$ cat src/bsr_pkg.sv
`timescale 1ns / 1ps
// ----------------------------------------------------------------------------
// bsr_pkg
// Widths, the tolerance shift and the state type shared by the bisection square root unit.
// ----------------------------------------------------------------------------
package bsr_pkg;

  localparam int RAD_BITS  = 26;
  localparam int ROOT_BITS = 13;
  localparam int TOL_SHIFT = 8;

  typedef logic [RAD_BITS-1:0]  rad_t;
  typedef logic [ROOT_BITS-1:0] root_t;

  typedef logic [1:0] state_t;

endpackage

$ cat src/bsr_in_if.sv
`timescale 1ns / 1ps
// ----------------------------------------------------------------------------
// bsr_in_if
// Request channel: radicand and root bound with valid/ready handshake.
// ----------------------------------------------------------------------------
interface bsr_in_if;
  import bsr_pkg::*;

  logic  valid;
  logic  ready;
  rad_t  radicand;
  root_t root_bound;

  modport source (output valid, output radicand, output root_bound, input ready);
  modport sink   (input valid, input radicand, input root_bound, output ready);
endinterface

$ cat src/bsr_out_if.sv
`timescale 1ns / 1ps
// ----------------------------------------------------------------------------
// bsr_out_if
// Result channel: approximate root with valid/ready handshake.
// ----------------------------------------------------------------------------
interface bsr_out_if;
  import bsr_pkg::*;

  logic  valid;
  logic  ready;
  root_t root;

  modport source (output valid, output root, input ready);
  modport sink   (input valid, input root, output ready);
endinterface

$ cat src/bisection_square_root_unit.sv
`timescale 1ns / 1ps
// ----------------------------------------------------------------------------
// bisection_square_root_unit
// Integer square root by bisection over [0, root_bound], one shared
// 13x13 squarer and one magnitude compare reused each step.
// ----------------------------------------------------------------------------
// Sequence: each step squares the trial in ST_MUL and then compares it in ST_CMP; a
//   finished result that cannot leave yet waits in ST_HOLD.
// Throughput: one transaction at a time; the next request is taken as soon as
//   the sequencer is idle, even while the last result still waits at the output.
// Reset: synchronous, active high; clears the sequencer and the output valid.
module bisection_square_root_unit #(
  parameter int MAX_STEPS = 20
) (
  input logic      clk,
  input logic      rst,
  bsr_in_if.sink   sample,
  bsr_out_if.source result
);
  import bsr_pkg::*;

  localparam int             SW         = $clog2(MAX_STEPS + 1);
  localparam logic [SW-1:0]  STEP_LIMIT = SW'(MAX_STEPS);

  localparam state_t ST_IDLE = 2'd0;
  localparam state_t ST_MUL  = 2'd1;
  localparam state_t ST_CMP  = 2'd2;
  localparam state_t ST_HOLD = 2'd3;

  state_t        state, state_next;
  rad_t          rad;
  rad_t          tol;
  root_t         trial, trial_next;
  root_t         lo, lo_next;
  root_t         hi, hi_next;
  root_t         bound;
  rad_t          sq;
  logic [SW-1:0] steps, steps_next;
  logic          out_valid, out_valid_next;
  root_t         out_root;

  logic          below;
  rad_t          absd;
  logic          finish;
  logic          out_free;
  logic [ROOT_BITS:0] mid_sum;

  assign sample.ready = (state == ST_IDLE);
  assign result.valid = out_valid;
  assign result.root  = out_root;
  assign out_free     = !out_valid || result.ready;

  always_comb begin
    below   = (sq < rad);
    absd    = below ? (rad - sq) : (sq - rad);
    finish  = (absd <= tol) || (steps == STEP_LIMIT);
    mid_sum = below ? ({1'b0, trial} + {1'b0, hi}) : ({1'b0, trial} + {1'b0, lo});
  end

  always_comb begin
    state_next     = state;
    trial_next     = trial;
    lo_next        = lo;
    hi_next        = hi;
    steps_next     = steps;
    out_valid_next = out_valid && !result.ready;
    case (state)
      ST_IDLE: begin
        if (sample.valid) begin
          trial_next = sample.root_bound >> 1;
          lo_next    = '0;
          hi_next    = sample.root_bound;
          steps_next = '0;
          state_next = ST_MUL;
        end
      end
      ST_MUL: begin
        state_next = ST_CMP;
      end
      ST_CMP: begin
        if (finish) begin
          if (out_free) begin
            out_valid_next = 1'b1;
            state_next     = ST_IDLE;
          end else begin
            state_next = ST_HOLD;
          end
        end else begin
          steps_next = steps + 1'b1;
          trial_next = mid_sum[ROOT_BITS:1];
          if (below) begin
            lo_next = trial;
          end else begin
            hi_next = trial;
          end
          state_next = ST_MUL;
        end
      end
      ST_HOLD: begin
        if (out_free) begin
          out_valid_next = 1'b1;
          state_next     = ST_IDLE;
        end
      end
      default: begin
        state_next = ST_IDLE;
      end
    endcase
  end

  always_ff @(posedge clk) begin
    if (rst) begin
      state     <= ST_IDLE;
      out_valid <= 1'b0;
    end else begin
      state     <= state_next;
      out_valid <= out_valid_next;
    end
  end

  // datapath, no reset needed
  always_ff @(posedge clk) begin
    trial <= trial_next;
    lo    <= lo_next;
    hi    <= hi_next;
    steps <= steps_next;
    if (state == ST_IDLE && sample.valid) begin
      rad   <= sample.radicand;
      tol   <= sample.radicand >> TOL_SHIFT;
      bound <= sample.root_bound;
    end
    // operands widened first so the full square is kept
    if (state == ST_MUL) begin
      sq <= rad_t'(trial) * rad_t'(trial);
    end
    if ((state == ST_CMP && finish && out_free) || (state == ST_HOLD && out_free)) begin
      out_root <= trial;
    end
  end

  // search window stays ordered and inside the bound
  a_window: assert property (@(posedge clk) disable iff (rst)
    (state == ST_MUL || state == ST_CMP) |-> (lo <= trial && trial <= hi && hi <= bound))
    else $error("bisection window out of order");

  a_steps: assert property (@(posedge clk) disable iff (rst)
    (state != ST_IDLE) |-> (steps <= STEP_LIMIT))
    else $error("step count beyond limit");

  a_start: assert property (@(posedge clk) disable iff (rst)
    (sample.valid && sample.ready) |=> (state == ST_MUL && steps == '0))
    else $error("accepted request did not start a search");

  a_result: assert property (@(posedge clk) disable iff (rst)
    (state == ST_CMP && finish && out_free) |=> (out_valid && out_root == $past(trial)))
    else $error("finished search did not present its trial");

endmodule
$ cat src/flat_wrapper.sv
// flat-port wrapper written by rule: the top's interface ports become plain ports
module bisection_square_root_unit_flat import bsr_pkg::*;
#(
  parameter int MAX_STEPS = 20
)
  (clk, rst, sample_valid, sample_radicand, sample_root_bound, sample_ready, result_valid, result_root, result_ready);
  bsr_in_if sample_i ();
  bsr_out_if result_i ();
  input logic clk;
  input logic rst;
  input wire logic [$bits(sample_i.valid)-1:0] sample_valid;
  input wire logic [$bits(sample_i.radicand)-1:0] sample_radicand;
  input wire logic [$bits(sample_i.root_bound)-1:0] sample_root_bound;
  output wire logic [$bits(sample_i.ready)-1:0] sample_ready;
  output wire logic [$bits(result_i.valid)-1:0] result_valid;
  output wire logic [$bits(result_i.root)-1:0] result_root;
  input wire logic [$bits(result_i.ready)-1:0] result_ready;
  assign sample_i.valid = sample_valid;
  assign sample_i.radicand = sample_radicand;
  assign sample_i.root_bound = sample_root_bound;
  assign sample_ready = sample_i.ready;
  assign result_valid = result_i.valid;
  assign result_root = result_i.root;
  assign result_i.ready = result_ready;
  bisection_square_root_unit #(.MAX_STEPS(MAX_STEPS)) u_core (.clk(clk), .rst(rst), .sample(sample_i), .result(result_i));
endmodule
$ cat config.mk
export PLATFORM = sky130hd
export DESIGN_NAME = bisection_square_root_unit_flat
export DESIGN_NICKNAME = d
export VERILOG_FILES = /design/src/bsr_pkg.sv /design/src/bsr_in_if.sv /design/src/bsr_out_if.sv /design/src/bisection_square_root_unit.sv /design/src/flat_wrapper.sv
export SDC_FILE = /design/constraint.sdc
export NUM_CORES = 1
export LEC_CHECK = 0
export BUFFER_PORTS_ARGS = -buffer_cell sky130_fd_sc_hd__buf_2
export CAP_MARGIN = 0
export CORE_MARGIN = 10
export CORE_UTILIZATION = 53
export CTS_CLUSTER_DIAMETER = 100
export CTS_CLUSTER_SIZE = 24
export DETAILED_ROUTE_END_ITERATION = 10
export HOLD_SLACK_MARGIN = 0.02
export PLACE_DENSITY = 0.81
export SLEW_MARGIN = 20
export SYNTH_ARGS = -nofsm -noshare
export SYNTH_HDL_FRONTEND = slang
export SYNTH_SLANG_ARGS = --single-unit
export TNS_END_PERCENT = 50
$ cat constraint.sdc
create_clock -name clk -period 6.4 [get_ports clk]
set_input_delay 0.96 -clock clk [delete_from_list [all_inputs] [get_ports clk]]
set_output_delay 0.96 -clock clk [all_outputs]
set_load 0.1 [all_outputs]
# Yosys cells after proc, flatten, opt, wreduce, memory -nomap -nowiden
# Index checks and enable logic that the tools add are counted.
# totals
mem_bits_ro	0
latch_bits	0
input_bits	43
n_memories	0
wordCells	67
ram_bits	0
reg_bits	130
# op_classes
addsub	5
eq_ne	9
shift	0
n_reduce_logical	16
bitwise	0
div	0
magnitude_cmp	2
multipliers	1
mux	24
# ops
cell	n
$mux 13	8
$pmux 13 s2	3
$sub 26x26->26	2
$add 13x13->14	2
$le 26x18->1	1
$lt 26x26->1	1
$mul 13x13->26	1
$mux 26	1
$mux 14	1
$mux 5	2
$pmux 5 s2	1
$mux 2	4
$pmux 2 s4	1
$reduce_and 4->1	2
$ne 2x2->1 const B	3
$add 5x1->5 const B	1
$eq 5x5->1 const B	1
$logic_and 1x1->1	5
$eq 2x2->1 const B	2
$ne 2x1->1 const B	2
$logic_or 1x1->1	3
$reduce_and 3->1	1
$eq 2x1->1 const B	1
$logic_not 1->1	2
other kinds (5)	6

# Logic depth before layout (Yosys ltp)
# Gate-level depths: netlist of the first run.
# logic_depth
depth_word	7
depth_mapped	25
depth_no_buf	24

# Least setup slack after synthesis of the first run
# OpenSTA, ideal clock, no wires.
# synth_timing
path_kind	flip-flop to flip-flop
startpoint	reg u_core.trial[3]
endpoint	reg u_core.sq[22] (data pin)
arrival_time_ns	5.538
path_stages_with_launch	22
setup_time_ns	0.258
period_less_slack_ns	5.797
required_ns	6.142
n_path_buf	1
path_slack_ns	0.603
cell_sequence	edfxtp_1 clkbuf_1 nand2_1 inv_1 fa_1 inv_1 fa_1 inv_1 fa_1 inv_1 fa_1 fa_1 inv_1 ha_1 nor2b_1 o21a_1 o41ai_1 o21ai_0 o41ai_1 o31a_1 nor2b_1 xnor2_1
# synth_via
elab_chain_len	1
# synth_lines
item	line_no	rtl
start, declared	bisection_square_root_unit.sv:33	root_t trial, trial_next;
start signal, assigned	bisection_square_root_unit.sv:123	trial <= trial_next;
$mul 13x13->26	bisection_square_root_unit.sv:134	sq <= rad_t'(trial) * rad_t'(trial);
end signal, assigned	bisection_square_root_unit.sv:134	
end, declared	bisection_square_root_unit.sv:37	rad_t sq;
# No other way between the ends.
# A chain may end at the register's enable or synchronous reset.

# Final worst setup path of the first run
# layout_timing
startpoint	reg u_core.trial[7]
endpoint	reg u_core.sq[24] (data pin)
# Same word-level chain as after synthesis.

==> results of run 1 <==
## kinds of logic after synthesis
kind of cell    count (synthesis)
buf+inv                       283
simple gates                  372
fa+ha+maj                     251
compound gates                268
xor+xnor                       57
mux                             5
flops                         111
## layout by cell type (no fill, tap or decap), drive strengths merged, types with 4 or more instances in the layout
cell type,count
a211oi,8
a21o,31
a21oi,91
a31oi,12
and2,44
and3,10
buf,94
clkbuf,9
edfxtp,108
fa,99
ha,152
inv,240
nand2,141
nand2b,15
nand3,25
nand4,16
nor2,61
nor2b,13
nor3,23
o211a,4
o211ai,8
o21a,5
o21ai,60
o21bai,8
o31ai,9
or3,6
xnor2,36
xor2,21
## final cells by class
type	instances	area (µm²)	area share [%]
tap	319	399	2.96
timing repair buffer	94	563	4.17
clock inverter	7	88.8	0.659
sequential	111	3300	24.5
clock buffer	9	225	1.67
inverter	236	886	6.57
multi-input combinational	953	8030	59.5
## report_power, final
part | internal [mW] | leakage (nW) | switching (mW)
combinational | 2.27 | 5.36 | 3.20
clock | 0.285 | 0.153 | 0.311
sequential | 1.10 | 1.06 | 0.0782
total | 3.65 | 6.57 | 3.59
## metrics by stage
step           area (µm²)  hold WS (ps)  power [mW]  instances  setup slack [ps]
3_5_place_dp        13200           565        6.53       1713               361
3_3_place_gp        13200           536        6.36       1712               493
4_1_cts             13500           577        7.16       1729               317
2_1_floorplan       12500           492        5.29       1347               603
6_report            13500           579        7.24       1729               498
5_1_grt             13500           607        7.93       1729               151
## registers in the layout (all words and copies together) (netlist names)
signal and flops:
u_core.sq 25, u_core.state 2, u_core.result.root 13, u_core.rad 25, u_core.hi 13, u_core.lo 13
u_core.tol 1, u_core.trial 13, u_core.result.valid 1, u_core.steps 5
## critical path, delay by kind of cell, from the launching register on
| family | cells | cell delay (ps) |
|---|---|---|
| DFF | 1 | 570 |
| AOI/OAI and AO/OA | 6 | 1360 |
| adders and majority gates | 6 | 2780 |
| buffers and inverters | 5 | 400 |
| xor gates and xnor gates | 1 | 150 |
| and+or+nand+nor | 2 | 390 |
## path summary, 6_finish.rpt
check	startpoint	to	slack [ps]	cells after the start
setup / recovery	u_core.trial[7]$_DFFE_PP_	u_core.sq[24]$_DFFE_PN_	500	20
hold / removal	u_core.result.valid$_SDFF_PP0_	u_core.result.valid$_SDFF_PP0_	580	2
setup reg to reg	u_core.trial[7]$_DFFE_PP_	u_core.sq[24]$_DFFE_PN_	500	20
hold reg to reg	u_core.result.valid$_SDFF_PP0_	u_core.result.valid$_SDFF_PP0_	580	2
## routing by layer
metal / track usage, % / vias up / wire length [µm]
met3: 1.79 / 66 / 1930
met4: 6.61 / 0 / 883
met1: 25.8 / 4803 / 12600
met5: 0 / - / 0
li1: - / 4632 / -
met2: 37.0 / 389 / 15900
==> flow_summary.yaml, run 1 <==
run_status:
  status: "complete, no violations"
clocking:
  clk_pin_slew_ps: 90
  cts_buffers: 9
  cts_tree: "built"
  hold_buffers: 0
  clk_latency_ps: 370
  cts_setup_buffers: 0
  cts_sinks: 111
  cts_max_level: 3
  root_buffer: "clkbuf_16"
  cts.repair.resized: 0
  clockBufferDepth: 2
yosys:
  muxShareOfSynthArea_pct: 0.421
  seq_area_frac_synth_pct: 26.5
  synthAdderAreaFrac_pct: 31.1
  synth_area_leader_cell: "edfxtp_1"
  synth-compound-area-share_pct: 13.9
  yosys-top-cells-count: "inv_1, ha_1, nand2_1, edfxtp_1, fa_1"
  yosys_warnings: 0
  synth_area_per_cell_um2: 9.26
  async_flop_share_pct: 0
  synth_xor_area_share_pct: 4.00
  synth_simple_gate_area_share_pct: 14.8
  synth_ff_type: "edfxtp_1"
  synth_most_common_cell: "inv_1"
  synth_top_area_share_pct: 26.0
  ys_seq_elements: 111
  synthCells: 1347
  yosysUniqueCellTypes: 79
  netlist_area_um2: 12500
  synth_edf_count: 108
  syn_nets: 1641
  synth_area_leaders: "edfxtp_1, fa_1, ha_1"
  synth_top_family_by_area: "adder cells"
floorplanning:
  io-pin-count: 58
  die_w_um: 173
  rows: 56
  die_area_um2: 30100
  start_util_pct: 53.4
  die_h_um: 173
  coreArea_um2: 23300
grt:
  track_usage_pct: 20.7
  grt_pass1_vias: 10012
  grt-ovfl-total: 0
  grt_max_degree: 37
  antenna_found_initial: 0
  grt_pass1_wl_mm: 51.1
timing:
  fmax_ghz: 0.169
  rsz0062_at_grt: "false"
  finalHoldViolCount: 0
  finalSetupTns_ps: 0
  worst_pin_slew_ps: 769
  finClkSkew_ps: 27.2
  slew_headroom_pct: 48.0
  setup_viol: 0
  final_max_slew_viol_count: 0
  min_period_ps: 5900
  finalCritPeriodShare_pct: 92.2
routing:
  drt_pass1_iterations: 6
  drc: 0
  wl_per_cell_um: 18.1
  antenna_left: 0
  wl_mm: 31.3
  post_drt_via_cell_ratio: 5.72
  vias: 9890
  drt_iter0_drc: 754
finish:
  finalNetCount: 1699
  final_core_utilization_pct: 57.8
  area_growth_pct: 8.18
  final.fill_count: 1975
  drive_gt1_share_pct: 9.65
  antenna_cells: 0
critical_path:
  slowest_delay_ps: 570
  cpMaxStageDelayCell: "edfxtp_1"
  worstSetupStartpointType: "flop"
  arrival_ps: 6010
  cp.required_ps: 6500
  path_class: "flop to flop"
  cpMostUsedCell: "fa_1"
  crit_path_max_fanout: 9
  crit_chain: "and2_1 > fa_1 > inv_1 > fa_1 > inv_1 > fa_1 > inv_1 > fa_1 > fa_1 > inv_1 > ha_1 > nor2b_1 > o21a_1 > o41ai_1 > buf_4 > o21ai_0 > o41ai_2 > o31a_1 > a21oi_1 > xor2_1"
  worstSetupEndpointType: "flop"
power:
  power_leakage_nw: 6.57
  power_density_nw_per_um2: 537
  ir_drop_mv: 0.416
place:
  gp_congestion: 0.988
  hpwl_mm: 25.3
  numPortBuffers: 57
hold_path:
  hp-class: "flop to flop"
run:
  maxCapViolCount: 0
Power figures use the tool's default switching activity.
==> inputs of run 2 (changes only) <==
Settings changed: CORE_MARGIN 10 to 8.
==> run 2 against run 1 <==
Flip-flop and latch count did not move. Die area fell by 4.6%. Register-to-register slack got worse by 120 ps. Critical path depth did not move. Cell count fell by 0.17%. Hold slack improved by 0.82 ps.
==> flow_summary.yaml, run 2 (same netlist as run 1, synthesis figures left out) <==
critical_path:
  crit_path_max_fanout: 12
  path_class: "flop to flop"
  worstSetupEndpointType: "flop"
  arrival_ps: 6130
  worstSetupStartpointType: "flop"
  cp.required_ps: 6510
clocking:
  cts_max_level: 3
  hold_buffers: 0
  cts_setup_buffers: 0
  root_buffer: "clkbuf_16"
  cts.repair.resized: 0
  cts_tree: "built"
  clk_latency_ps: 370
  cts_sinks: 111
  clockBufferDepth: 2
  cts_buffers: 9
  clk_pin_slew_ps: 100
power:
  power_density_nw_per_um2: 533
  ir_drop_mv: 0.378
  power_leakage_nw: 6.55
place:
  hpwl_mm: 25.2
  dp_slack_ps: 465
  gp_congestion: 0.954
  numPortBuffers: 57
  dp_cells: 1710
timing:
  fin_worst_hold_slack_ps: 580
  worst_pin_slew_ps: 728
  fmax_ghz: 0.166
  finalSetupTns_ps: 0
  rsz0062_at_grt: "false"
  finClkSkew_ps: 19.2
  final_max_slew_viol_count: 0
  setup_viol: 0
  min_period_ps: 6020
  finalHoldViolCount: 0
  fin_ws_ps: 381
  finalCritPeriodShare_pct: 94.0
  slew_headroom_pct: 50.8
finish:
  antenna_cells: 0
  final_core_utilization_pct: 57.9
  final_common_cell: "inv_1"
  final.fill_count: 2028
  finalNetCount: 1696
  area_growth_pct: 8.02
  top_regs: "u_core.rad: 25 flops, u_core.sq: 25 flops"
  multi_input_area_um2: 8020
  stdcell_count: 1726
  drive_gt1_share_pct: 9.45
  mostFrequentLayoutCells: "inv_1, ha_1, nand2_1"
  final-seq-area_um2: 3300
grt:
  antenna_found_initial: 0
  grt_pass1_wl_mm: 50.1
  grt_max_degree: 37
  track_usage_pct: 21.9
  grt_pass1_vias: 9983
  grt-ovfl-total: 0
routing:
  wl_mm: 30.9
  vias: 9667
  drt_pass1_iterations: 5
  wl_per_cell_um: 17.9
  drc: 0
  drt_iter0_drc: 643
  post_drt_via_cell_ratio: 5.60
  antenna_left: 0
hold_path:
  hp-class: "flop to flop"
floorplanning:
  die_area_um2: 28700
  start_util_pct: 53.6
  io-pin-count: 58
  die_w_um: 169
  rows: 56
  die_h_um: 169
  coreArea_um2: 23300
run:
  maxCapViolCount: 0
run_status:
  status: "complete, no violations"
-- run 2: final timing paths --
path / endpoint / cells past startpoint / slack, ps / startpoint
worst max-delay path: u_core.sq[22]$_DFFE_PN_ / 20 / 380 / u_core.trial[3]$_DFFE_PP_
worst min-delay path: u_core.result.valid$_SDFF_PP0_ / 2 / 580 / u_core.result.valid$_SDFF_PP0_
worst max register to register: u_core.sq[22]$_DFFE_PN_ / 20 / 380 / u_core.trial[3]$_DFFE_PP_
worst min register to register: u_core.result.valid$_SDFF_PP0_ / 2 / 580 / u_core.result.valid$_SDFF_PP0_
-- run 2: layer usage --
metal  vias to the layer above  part of all wire, %  global-route usage (%)
met5                         -                    0                       0
met4                         0                  3.9                    9.54
li1                       4622                    -                       -
met2                       295                   50                    38.5
met3                        69                  5.0                    2.74
met1                      4681                   41                    26.5
-- run 2: per-stage QoR --
step                      total power [mW]  instance area [µm²]
after floorplan                       5.29                12500
after global placement                6.37                13100
after detailed placement              6.50                13100
after CTS                             7.14                13500
after global routing                  7.87                13500
final                                 7.18                13500
-- run 2: area by class of cell --
type,instances,area share (%)
multi-input combinational,953,59.5
sequential,111,24.5
inverter,236,6.58
timing repair buffer,91,4.01
tap,319,2.96
clock buffer,9,1.67
clock inverter,7,0.715
-- run 2: worst max-delay path, stage by stage, from the launching register on --
cell      delay (ps)
edfxtp_1         470
buf_4            240
nand2_1          100
fa_1             480
fa_1             540
inv_1             50
fa_1             500
inv_1             60
fa_1             490
fa_1             490
inv_1             40
ha_1             330
nor2b_1          160
o21a_1           180
o41ai_1          280
buf_4            190
o21ai_0          140
o41ai_1          530
o31a_1           250
nor2b_1          160
xnor2_1           70
-- run 2: report_power, final --
part           internal (mW)  switching, mW  total [mW]
clock                  0.289          0.315       0.604
combinational           2.25           3.15        5.41
sequential              1.10         0.0768        1.17
==> inputs of run 3 (changes only) <==
Settings changed: CORE_UTILIZATION 53 to 40, PLACE_DENSITY 0.81 to 0.67.
==> run 3 against run 2 <==
Cell count increased by 4.5%. Sequential share of layout area decreased by 0.16 points. Sequential power about the same. Clock power decreased by 0.7%. Power increased by 1.8%. Register-to-register slack about the same. Via count decreased by 1.4%. Hold slack got worse by 31 ps. Core utilization decreased by 14 points. Non-clock buffer count increased by 1. Clock-buffer cell count unchanged. Critical endpoint is now u_core.trial[2]$_DFFE_PP_. Largest cell class unchanged.
==> flow_summary.yaml, run 3 (same netlist as run 1, synthesis figures left out) <==
critical_path:
  crit_path_max_fanout: 19
  reg2regPathDepth: 18
  cp.required_ps: 6520
  path_class: "flop to flop"
  reg2reg_to: "u_core.trial[2]$_DFFE_PP_"
  arrival_ps: 6130
  r2r-start: "u_core.rad[20]$_DFFE_PP_"
  worstSetupEndpointType: "flop"
  worstSetupStartpointType: "flop"
  r2r_setup_slack_ps: 390
timing:
  fmax_ghz: 0.166
  finalSetupTns_ps: 0
  min_period_ps: 6010
  finalCritPeriodShare_pct: 93.9
  finalHoldViolCount: 0
  worst_pin_slew_ps: 657
  rsz0062_at_grt: "false"
  setup_viol: 0
  fin_ws_ps: 391
  finClkSkew_ps: 18.5
  final_max_slew_viol_count: 0
  slew_headroom_pct: 55.7
finish:
  mostFrequentLayoutCells: "inv_1, ha_1, nand2_1"
  antenna_cells: 0
  finalNetCount: 1697
  top_regs: "u_core.rad: 25 flops, u_core.sq: 25 flops"
  drive_gt1_share_pct: 9.45
  final.fill_count: 2951
  final_common_cell: "inv_1"
  area_growth_pct: 8.74
clocking:
  cts_sinks: 111
  root_buffer: "clkbuf_16"
  clk_latency_ps: 370
  cts_max_level: 3
  cts_tree: "built"
  cts_buffers: 9
  clockBufferDepth: 2
  clk_pin_slew_ps: 80
  cts_setup_buffers: 0
routing:
  post_drt_via_cell_ratio: 5.29
  wl_per_cell_um: 17.3
  wl_mm: 31.1
  drt_iter0_drc: 783
  vias: 9530
  antenna_left: 0
  drt_pass1_iterations: 5
  drc: 0
power:
  power_frac_comb_pct: 75.6
  p_seq_share_pct: 16.1
  p_switching_mw: 3.63
  total_power_mw: 7.31
  p_int_mw: 3.68
  power_leakage_nw: 6.55
  clkPwrFrac_pct: 8.2
  power_density_nw_per_um2: 539
  switching_share_pct: 49.7
  ir_drop_mv: 0.467
place:
  numPortBuffers: 57
  hpwl_mm: 25.5
  dp_slack_ps: 401
  gp_congestion: 0.917
floorplanning:
  io-pin-count: 58
  rows: 64
  die_area_um2: 37100
  die_w_um: 193
  coreArea_um2: 30700
  die_h_um: 193
  start_util_pct: 40.7
run:
  maxCapViolCount: 0
run_status:
  status: "complete, no violations"
hold_path:
  hp-class: "flop to flop"
  worst_hold_path.num_cells: 2
  hp-start: "u_core.result.valid$_SDFF_PP0_"
  worstHoldEndpoint: "u_core.result.valid$_SDFF_PP0_"
grt:
  grt-ovfl-total: 0
  grt_pass1_vias: 9665
  grt_pass1_wl_mm: 50.1
  grt_max_degree: 36
  track_usage_pct: 17.1
  antenna_found_initial: 0
==> run 3: worst max path at each step <==
stage	startpoint	to	slack [ps]	depth (start not counted)
6_report	u_core.rad[20]$_DFFE_PP_	u_core.trial[2]$_DFFE_PP_	390	18
5_1_grt	u_core.rad[20]$_DFFE_PP_	u_core.trial[3]$_DFFE_PP_	30	18
4_1_cts	u_core.trial[3]$_DFFE_PP_	u_core.sq[22]$_DFFE_PN_	380	20
3_5_place_dp	u_core.trial[3]$_DFFE_PP_	u_core.sq[22]$_DFFE_PN_	400	20
3_3_place_gp	u_core.trial[3]$_DFFE_PP_	u_core.sq[22]$_DFFE_PN_	500	20
2_1_floorplan	u_core.trial[3]$_DFFE_PP_	u_core.sq[22]$_DFFE_PN_	600	21
==> run 3: repair_timing <==
item                       4_1_cts  5_1_grt
gates resized for setup          0        1
setup endpoints to repair        0        1
hold buffers                     0        0
==> run 3: per-stage QoR <==
step / cells / cell area, µm² / hold WS, ps / util (%)
2_1_floorplan: 1347 / 12500 / 492 / -
3_3_place_gp: 1788 / 13300 / 535 / 43.2
3_5_place_dp: 1788 / 13300 / 541 / 43.2
4_1_cts: 1803 / 13600 / 552 / 44.2
5_1_grt: 1803 / 13600 / 583 / 44.2
6_report: 1803 / 13600 / 548 / 44.2
==> run 3: power by group through the flow <==
| stage | registers, mW | logic (mW) | clock network, mW |
|---|---|---|---|
| after floorplan | 1.16 | 4.13 | 0 |
| after global placement | 1.19 | 5.35 | 0 |
| after detailed placement | 1.19 | 5.43 | 0 |
| after CTS | 1.18 | 5.47 | 0.614 |
| after global routing | 1.19 | 6.20 | 0.637 |
| final | 1.18 | 5.53 | 0.600 |
==> run 3: layout make-up <==
class	count	area (µm²)	share of cell area (%)
sequential	111	3300	24.4
inverter	236	886	6.53
multi-input combinational	953	8030	59.2
clock inverter	6	77.6	0.572
tap	396	495	3.65
clock buffer	9	225	1.66
timing repair buffer	92	548	4.04
==> run 3: worst max-delay path: stages, from the launching register on <==
cell and delay, ps:
edfxtp_1 450, ha_1 510, nand2_1 90, o21ai_1 220
nor2_1 130, a21oi_2 500, and2_1 560, buf_4 390
o221ai_1 190, xor2_1 180, ha_1 310, nand4_1 120
or4b_2 680, o211ai_1 120, o2111a_1 290, nand4_4 130
o31ai_2 310, o21bai_1 250, buf_4 280
==> run 3: layer usage <==
metal  global-route usage (%)  wire length (µm)  vias to the layer above
met4                     6.37               829                        0
met2                     29.6             15300                      228
met5                        0                 0                        -
met1                     21.8             13900                     4624
li1                         -                 -                     4630
met3                     1.70              1140                       48
